### config.mk
export PLATFORM = sky130hd
export DESIGN_NAME = idss_sqrt
export DESIGN_NICKNAME = d
export VERILOG_FILES = /design/src/hdl/image_decode_sample_size_defines.svh /design/src/hdl/idss_sqrt.sv
export SDC_FILE = /design/constraint.sdc
export NUM_CORES = 1
export LEC_CHECK = 0
export CORE_AREA = 4 4 195 197
export CTS_CLUSTER_SIZE = 16
export DETAILED_ROUTE_END_ITERATION = 8
export DIE_AREA = 0 0 199 201
export DONT_BUFFER_PORTS = 1
export PLACE_DENSITY = 0.75
export SETUP_SLACK_MARGIN = 0.05
export SLEW_MARGIN = 5
export SYNTH_ARGS = -nofsm -noshare
export SYNTH_HDL_FRONTEND = slang
export SYNTH_SLANG_ARGS = --single-unit
### constraint.sdc
create_clock -name clk -period 7.3 [get_ports clk]
set_clock_uncertainty 0.15 [all_clocks]
set_input_delay 0.73 -clock clk [delete_from_list [all_inputs] [get_ports clk]]
set_output_delay 0.73 -clock clk [all_outputs]
set_load 0.02 [all_outputs]
### src/hdl/image_decode_sample_size_defines.svh
// Assertion macros used by the RTL top level
`ifndef IMAGE_DECODE_SAMPLE_SIZE_DEFINES_SVH
`define IMAGE_DECODE_SAMPLE_SIZE_DEFINES_SVH

// antecedent implies consequent in the same cycle
`define IDSS_ASSERT_IMPLIES(lbl, clk, rst, a, c) \
  lbl: assert property (@(posedge clk) disable iff (rst) (a) |-> (c)) \
    else $error("lbl failed");

// plain invariant
`define IDSS_ASSERT_ALWAYS(lbl, clk, rst, c) \
  lbl: assert property (@(posedge clk) disable iff (rst) (c)) \
    else $error("lbl failed");

`endif

### src/hdl/idss_sqrt.sv
// Digit-by-digit integer square root, one root bit per stage
module idss_sqrt #(
  parameter int N = 30
) (
  input  logic             clk,
  input  logic             rst,
  input  logic             in_valid,
  input  logic [N-1:0]     radicand,
  output logic             out_valid,
  output logic [N/2-1:0]   root,
  output logic             rem_nonzero
);
  localparam int S  = N / 2;
  localparam int RW = S + 2;

  logic [RW-1:0] rem_q  [0:S-1];
  logic [S-1:0]  root_q [0:S-1];
  logic [N-1:0]  rad_q  [0:S-1];
  logic          vld_q  [0:S-1];

  for (genvar i = 0; i < S; i++) begin : g_stage
    logic [RW-1:0] p_rem;
    logic [S-1:0]  p_root;
    logic [N-1:0]  p_rad;
    logic          p_vld;
    logic [RW+1:0] t, trial;
    logic          ge;
    if (i == 0) begin : g_first
      assign p_rem  = '0;
      assign p_root = '0;
      assign p_rad  = radicand;
      assign p_vld  = in_valid;
    end else begin : g_next
      assign p_rem  = rem_q[i-1];
      assign p_root = root_q[i-1];
      assign p_rad  = rad_q[i-1];
      assign p_vld  = vld_q[i-1];
    end
    assign t     = {p_rem, p_rad[N-1-2*i -: 2]};
    assign trial = {2'b00, p_root, 2'b01};
    assign ge    = (t >= trial);
    always_ff @(posedge clk) begin
      if (rst) begin
        vld_q[i] <= 1'b0;
      end else begin
        vld_q[i] <= p_vld;
      end
      rem_q[i]  <= ge ? RW'(t - trial) : t[RW-1:0];
      root_q[i] <= {p_root[S-2:0], ge};
      rad_q[i]  <= p_rad;
    end
  end

  assign out_valid   = vld_q[S-1];
  assign root        = root_q[S-1];
  assign rem_nonzero = (rem_q[S-1] != '0);
endmodule

==> impl_metrics.py <==
metrics = {
    "die": {
        "core_mm2": 0.0363,
        "die_h_um": 201,
        "dieArea_mm2": 0.0400,
        "fp.dieW_um": 199,
        "ios": 50,
        "rows": 70,
        "start_util_pct": 59.7,
    },
    "synth": {
        "synth_nets": 2269,
        "synth_fa_ha_area_share_pct": 7.92,
        "syn_area_per_cell_um2": 10.3,
        "synth_simple_gate_area_share_pct": 13.0,
        "ys_top_cells_by_area": "dfxtp_1, ha_1, xnor2_1",
        "yosys_warnings": 0,
        "yosysSeqAreaShare_pct": 53.8,
        "ys_seq_elements": 582,
        "synth_area_leader_cell": "dfxtp_1",
        "synth_ff_type": "dfxtp_1",
        "synth_area_mm2": 0.0216,
        "synth_compound_area_share_pct": 12.4,
        "synth-edff-count": 0,
        "muxShareOfSynthArea_pct": 2.53,
        "synthXorXnorAreaFrac_pct": 6.39,
        "ys_async_sr_fraction_pct": 0,
        "synth_cells": 2099,
        "yosysTopAreaCellShare_pct": 53.8,
        "ys_types": 82,
        "synth_top_family_by_area": "simple AND/OR/NAND/NOR gates",
    },
    "power_and_ir_drop": {
        "static-leakage-power_nw": 11.2,
        "powerDensity_mw_per_mm2": 375,
        "peakVddDrop_v": 0.000380,
    },
    "global_route": {
        "antenna_found_initial": 0,
        "grt_pass1_vias": 14700,
        "grt_max_degree": 23,
        "grt_pass1_wl_mm": 71.2,
        "grtUsageTotal_pct": 21.4,
        "overflow": 0,
    },
    "placement": {
        "place_congestion": 0.894,
        "portBuffers": 0,
        "place_inst": 2529,
        "dpl_cell_area_mm2": 0.0221,
        "dp_hpwl_mm": 30.6,
    },
    "layout": {
        "syn_to_final_growth_pct": 12.3,
        "final_cell_count_no_fill": 2660,
        "fillCellCount": 2808,
        "layout_common_cells": "dfxtp_1, inv_1, nor2_1",
        "seq_area_mm2": 0.0117,
        "antenna_cells": 0,
        "final_common_cell": "dfxtp_1",
        "nets": 2316,
        "multiInputGateArea_mm2": 0.00913,
        "drive_above_1_share_pct": 7.80,
        "final_area_mm2": 0.0243,
    },
    "setup_path": {
        "worstPathRequired_ns": 7.62,
        "worst-path-max-fanout": 18,
        "start_kind": "register",
        "crit_path_end_kind": "register",
        "critPathArrivalTime_ns": 3.75,
        "worstSetupPathType": "reg2reg",
    },
    "drt": {
        "ant_nets": 0,
        "drtPass1Iterations": 5,
        "vias_per_cell": 5.56,
        "drc": 0,
        "drt_iter0_markers": 844,
        "wl_per_cell_um": 15.9,
        "totalWireLength_mm": 42.4,
        "num_vias": 14800,
    },
    "cts": {
        "clock_path_buffers": 3,
        "cts_resized": 0,
        "cts_tree": "done",
        "path_clk_slew_ns": 0.06,
        "cts_made_buffers": 55,
        "post-cts-setup-buffers": 0,
        "clock_sinks": 582,
        "insertion_delay_ns": 0.60,
        "cts_max_level": 2,
        "cts_root_buffer": "clkbuf_16",
    },
    "timing": {
        "drv_slew": 0,
        "finalHoldViolations": 0,
        "fmaxAchievable_mhz": 291,
        "fin_crit_sh_pct": 47.1,
        "whs_ns": 0.0445,
        "min_period_ns": 3.44,
        "max_slew_margin_pct": 25.7,
        "setup-violations-final": 0,
        "finalSetupTns_ns": 0,
        "worst_slew_pin_slew_ns": 1.11,
        "rsz0062_at_grt": "no",
    },
    "worst_hold_path": {
        "hold_path_class": "in2reg",
    },
    "outcome": {
        "status": "finished, final reports clean",
    },
    "run": {
        "drv_cap": 0,
    },
}
==> cell families (layout without fill, tap and decap cells) <==
group	Yosys count	count (layout)
buffers and inverters	226	319
xor gates and xnor gates	157	157
and+or+nand+nor	534	534
muxes	50	50
adders and majority gates	137	137
AOI/OAI and AO/OA	412	412
other	1	1
DFF	582	582
==> synth_stat cells (37+ instances only) <==
cell type    n
a21oi_1    116
dfxtp_1    582
ha_1       137
inv_1      181
mux2_2      37
nand2_1     70
nand3_1     47
nor2_1     149
nor3_1      59
o21a_1      38
o21ai_0     82
xnor2_1     91
xor2_1      65
==> power breakdown <==
part | leakage, nW | internal (mW) | switching, mW
Clock | 0.958 | 1.79 | 1.21
Combinational | 5.37 | 0.908 | 1.05
Sequential | 4.87 | 3.78 | 0.412
==> area by class of cell <==
class                      count  area share (%)
clock buffer                  69            6.16
clock inverter                34            1.86
inverter                     184            2.84
multi-input combinational   1291            37.5
sequential                   582            47.9
tap                          468            2.41
timing repair buffer          32            1.28
==> sequential cells by signal, summed over array words and instances (netlist names) <==
name / flops
root_q: 120
vld_q: 15
rem_q: 237
rad_q: 210
==> through the flow <==
stage                     setup WS (ns)  total power, mW  utilization (%)
after floorplan                    4.63             5.67                -
after global placement             4.05             6.10             60.9
after detailed placement           3.92             6.17             60.9
after CTS                          3.90             9.19             67.1
after global routing               3.47             9.64             67.1
final                              3.86             9.13             67.1
==> final timing paths <==
check	startpoint	end	slack [ns]	cells after the start
worst max-delay path	root_q[9][2]	rem_q[10][13]	3.86	9
worst min-delay path	rst	vld_q[1][5]	0.04	1
worst max register to register	root_q[9][2]	rem_q[10][13]	3.86	9
worst min register to register	rad_q[0][220]	rad_q[1][10]	0.17	0
==> routing by layer <==
metal | vias up | global-route usage, % | part of all wire [%]
met5 | - | 0 | 0
met4 | 0 | 7.21 | 2.7
met3 | 94 | 3.66 | 5.1
met2 | 405 | 36.3 | 48
met1 | 6895 | 27.9 | 44
li1 | 7388 | - | -
==> critical path, stage by stage (launching register included) <==
cell and delay [ns]:
dfxtp_1 0.33, inv_1 0.05, ha_1 0.22, or3_1 0.38
o22ai_1 0.36, a211oi_1 0.21, nor2b_1 0.89, inv_1 0.45
nand3_1 0.18, o21ai_0 0.09
==> timing repair <==
action	in CTS	in global routing
endpoints found under the setup margin	0	0
hold buffers	28	0
endpoints found under the hold margin	28	0
No activity file was read; power rests on OpenSTA's default activity.
