<file path="src/hdl/image_decode_sample_size_defines.svh">
// Assertion macros used by the RTL top level
`ifndef IMAGE_DECODE_SAMPLE_SIZE_DEFINES_SVH
`define IMAGE_DECODE_SAMPLE_SIZE_DEFINES_SVH

// antecedent implies consequent in the same cycle
`define IDSS_ASSERT_IMPLIES(lbl, clk, rst, a, c) \
  lbl: assert property (@(posedge clk) disable iff (rst) (a) |-> (c)) \
    else $error("lbl failed");

// plain invariant
`define IDSS_ASSERT_ALWAYS(lbl, clk, rst, c) \
  lbl: assert property (@(posedge clk) disable iff (rst) (c)) \
    else $error("lbl failed");

`endif

</file>
<file path="src/hdl/idss_div.sv">
// Restoring divider, one quotient bit per stage, no stall
module idss_div #(
  parameter int N  = 30,
  parameter int SW = 1
) (
  input  logic          clk,
  input  logic          rst,
  input  logic          in_valid,
  input  logic [N-1:0]  dividend,
  input  logic [N-1:0]  divisor,
  input  logic [SW-1:0] side_in,
  output logic          out_valid,
  output logic [N-1:0]  quotient,
  output logic [N-1:0]  remainder,
  output logic [SW-1:0] side_out
);
  logic [N-1:0]  rem_q [0:N-1];
  logic [N-1:0]  quo_q [0:N-1];
  logic [N-1:0]  dvd_q [0:N-1];
  logic [N-1:0]  dsr_q [0:N-1];
  logic [SW-1:0] sb_q  [0:N-1];
  logic          vld_q [0:N-1];

  for (genvar i = 0; i < N; i++) begin : g_stage
    logic [N-1:0]  p_rem, p_quo, p_dvd, p_dsr;
    logic [SW-1:0] p_sb;
    logic          p_vld;
    logic [N:0]    t;
    logic          ge;
    if (i == 0) begin : g_first
      assign p_rem = '0;
      assign p_quo = '0;
      assign p_dvd = dividend;
      assign p_dsr = divisor;
      assign p_sb  = side_in;
      assign p_vld = in_valid;
    end else begin : g_next
      assign p_rem = rem_q[i-1];
      assign p_quo = quo_q[i-1];
      assign p_dvd = dvd_q[i-1];
      assign p_dsr = dsr_q[i-1];
      assign p_sb  = sb_q[i-1];
      assign p_vld = vld_q[i-1];
    end
    assign t  = {p_rem, p_dvd[N-1-i]};
    assign ge = (t >= {1'b0, p_dsr});
    always_ff @(posedge clk) begin
      if (rst) begin
        vld_q[i] <= 1'b0;
      end else begin
        vld_q[i] <= p_vld;
      end
      rem_q[i] <= ge ? N'(t - {1'b0, p_dsr}) : t[N-1:0];
      quo_q[i] <= {p_quo[N-2:0], ge};
      dvd_q[i] <= p_dvd;
      dsr_q[i] <= p_dsr;
      sb_q[i]  <= p_sb;
    end
  end

  assign out_valid = vld_q[N-1];
  assign quotient  = quo_q[N-1];
  assign remainder = rem_q[N-1];
  assign side_out  = sb_q[N-1];
endmodule

</file>
<file path="config.mk">
export PLATFORM = sky130hd
export DESIGN_NAME = idss_div
export DESIGN_NICKNAME = d
export VERILOG_FILES = /design/src/hdl/image_decode_sample_size_defines.svh /design/src/hdl/idss_div.sv
export SDC_FILE = /design/constraint.sdc
export NUM_CORES = 2
export LEC_CHECK = 0
export ABC_CLOCK_PERIOD_IN_PS = 9600
export BUFFER_PORTS_ARGS = -buffer_cell sky130_fd_sc_hd__buf_2
export CORE_ASPECT_RATIO = 1.5
export CORE_MARGIN = 2
export CORE_UTILIZATION = 45
export DETAILED_ROUTE_END_ITERATION = 10
export GPL_ROUTABILITY_DRIVEN = 0
export SLEW_MARGIN = 5
export SYNTH_ARGS = -nofsm -noshare
export SYNTH_HDL_FRONTEND = slang
export SYNTH_SLANG_ARGS = --single-unit
</file>
<file path="constraint.sdc">
create_clock -name clk -period 9.6 [get_ports clk]
set_input_delay 1.44 -clock clk [delete_from_list [all_inputs] [get_ports clk]]
set_output_delay 1.44 -clock clk [all_outputs]
set_load 0.02 [all_outputs]
</file>
==> summary.txt <==
Status
  • Status: finished, final reports clean

Hold path
  • Hold crit path type: reg -> reg
  • Hold endpoint: quo_q[0][458]$_DFF_P_
  • Worst hold start: quo_q[0][427]$_DFF_P_
  • Min-Delay Path Depth: 0

Detailed routing
  • Via count: slightly below 80000
  • WL/cell: 18.31 um
  • Final wirelength: 273400 um
  • Initial DRC Count: 4027
  • DRT antenna net count: 0
  • Residual DRC: 0
  • Routed vias/inst: 5.289
  • Router iterations before antenna repair: 7

Logic synthesis
  • Flop and latch count out of synthesis: 2730
  • Yosys warnings: 0
  • Mapped Nets: approximately 12000
  • Cells after synthesis: 11280
  • Post-synth cell types: 91
  • Netlist Area Pre-Place: 111500 um^2
  • Async S/R FF share, synth: 0%
  • Synthesized area per cell: 9.884 um^2
  • Dominant synthesized flop cell: dfxtp_1
  • Post-synthesis sequential area ratio: approximately half
  • Post-synth EDFFs: 0

Global route
  • Vias in the first global route: 80620
  • Antenna violations before repair: 3
  • Gr usage total: 21.18%
  • Grt total ovfl: 0
  • Pin count of the biggest net entering global routing: 62
  • First-pass GRT wire length: 425200 um

Clocking
  • CTS root buf: clkbuf_16
  • Longest Clk Path Bufs: 4
  • Clk_lat worst skew: 0.88 ns
  • Clock-pin slew on the worst setup and hold paths: approximately 0.07 ns
  • Post-cts repair resize count: 0
  • Hold_buf cts: 0
  • Num Clock Sinks: 2730
  • H-tree levels: 5
  • CTS tree: built
  • Cts bufs inserted: between 200 and 300
  • Post-CTS Setup Repair Bufs: 0

Pwr
  • Pwr per Cell Area: ~250 nW/um^2
  • P_leak: between 50 and 60 nW
  • Max VDD drop: 0.0002294 V

Layout
  • Share of cells above drive strength 1: 9.649%
  • Core Util, Final: 50.79%
  • Finished Layout Cells: 14940
  • Nets: 12420
  • Synthesis-to-layout area growth: 12.11%

Run
  • Number of max-cap violations: 0

STA
  • Endpoints failing hold: 0
  • Clock Skew: 0.04183 ns
  • Fmax: about 230 MHz
  • Setup_tns: 0 ns
  • Final setup viols: 0
  • Slew Viols, Final: 0
  • Crit share post-route: 45.27%
  • Final Critical Period: 4.346 ns
  • RSZ-0062 raised after global routing: false
  • Rel. slew slack: 17.68%
  • Final WS setup: 5.254 ns
  • Worst slew pin tran: 1.219 ns
  • Hold slack: 0.2888 ns

Setup path
  • CP max stage cell: o21ai_1
  • R2R Path End: rem_q[7][4]$_DFF_P_
  • R2R setup slack: 5.25 ns
  • Worst reg2reg startpoint: dsr_q[6][7]$_DFF_P_
  • CP Max Fanout: 43
  • Crit-path cells: inv_1 -> ha_1 -> and4_1 -> a221oi_1 -> o21ai_0 -> a21oi_1 -> a31oi_1 -> o21ai_1 -> o41ai_1 -> a21oi_4 -> buf_4 -> o21ai_0
  • Critical Path RT: 10.26 ns
  • CP delay by family, top: compound AO/OA/AOI/OAI gates
  • Worst EP arrival: 5.00 ns
  • R2R cell count: 12
  • Setup Crit Path Kind: reg -> reg
  • Startpoint types: flip-flop
  • CP Buf/Inv Count: 2
  • Cell mode on critical path: o21ai_0
  • CP max stage delay: 0.54 ns
  • Crit end category: flip-flop

Place
  • Placed Cells: 14440
  • Dpl hpwl: around 210000 um
  • Pre-CTS setup slack: 5.327 ns
  • I/O Buffers: 125

Die
  • Area of the core: 246100 um^2
  • Die Height: 613.6 um
  • Die footprint: 251800 um^2
  • Initial Util: roughly 45%
  • Num ports: between 100 and 150
  • FP Rows: 223
  • Die W: roughly 410 um
==> cell usage in the layout (no fill, tap or decap), types with 45 or more instances in the layout <==
cell,instances
mux2i_1,50
mux2_2,412
clkbuf_8,47
inv_1,1131
nand2b_1,91
xnor2_1,444
a211oi_1,93
nor2_1,541
nand2_1,723
nor3_1,120
clkbuf_16,287
o21ai_0,641
nand4_1,153
nor2b_1,153
nand3_1,177
and3_1,94
xor2_1,282
o21a_1,101
a21oi_1,827
buf_2,125
dfxtp_1,2730
a31oi_1,93
a21o_1,447
ha_1,872
o31ai_1,47
clkinv_2,45
o21bai_1,86
==> through the flow <==
stage,cell area (um^2),total power [mW]
finish,125000,30.89
detailed placement,115600,20.05
global route,125000,32.57
floorplan,111500,18.20
CTS,125000,31.26
global placement,115600,19.91
==> registers in the layout, summed over array words and instances, names as in the netlist <==
register,count
dsr_q,870
dvd_q,435
quo_q,465
rem_q,900
sb_q,30
vld_q,30
==> power by group <==
part / switching [mW] / internal, mW
clock network: 4.51 / 6.55
logic: 3.84 / 2.98
registers: 0.694 / 12.3
total: 9.05 / 21.8
==> metal layers <==
layer	share of wire (%)	GRT usage, %	up-vias
met5	0	0	-
met4	7.6	14.51	0
met3	3.6	2.877	894
met2	55	42.41	1874
met1	34	19.35	36910
li1	-	-	39310
==> cells by family after synthesis <==
group | count (synthesis) | share of synthesized area (%)
flip-flops | 2730 | 49.02
multiplexers | 465 | 4.647
adder cells (fa/ha/maj) | 901 | 10.31
buffers and inverters | 1395 | 4.774
XOR/XNOR | 726 | 5.703
AO/OA/AOI/OAI | 2770 | 15.69
AND/OR/NAND/NOR | 2293 | 9.865
==> cell usage after synthesis, drive strengths merged (200+ instances only) <==
cell	instances	area share (%)
nor2	541	1.8
ha	872	9.8
inv	1133	3.8
mux2	415	4.2
xor2	282	2.2
xnor2	444	3.5
clkbuf	200	0.67
nand2	723	2.4
o21ai	670	3.0
dfxtp	2730	49
a21o	447	3.0
a21oi	832	3.7
==> layout make-up <==
cell class                      instances  area, um^2
Multi-Input combinational cell       7155       51720
Clock buffer                          372        7971
Sequential cell                      2730       54650
Fill cell                           22300      121100
Timing Repair Buffer                  157       865.8
Antenna cell                            4       10.01
Tap cell                             3262        4081
Clock inverter                        123        1446
Inverter                             1133        4253
==> worst max-delay path by stage <==
stage          cells past startpoint                       to                  from  slack (ns)
2_1_floorplan                      6  rem_q[0][13]$_SDFF_PP0_           divisor[14]        6.41
3_3_place_gp                      12      rem_q[7][4]$_DFF_P_   dsr_q[6][3]$_DFF_P_        5.31
3_5_place_dp                      12      rem_q[7][4]$_DFF_P_   dsr_q[6][3]$_DFF_P_        5.33
4_1_cts                           12      rem_q[7][4]$_DFF_P_   dsr_q[6][3]$_DFF_P_        5.30
5_1_grt                           13    rem_q[22][24]$_DFF_P_  dsr_q[21][1]$_DFF_P_        4.94
6_report                          12      rem_q[7][4]$_DFF_P_   dsr_q[6][7]$_DFF_P_        5.25
Note: power is estimated with default switching activity, not from simulation.
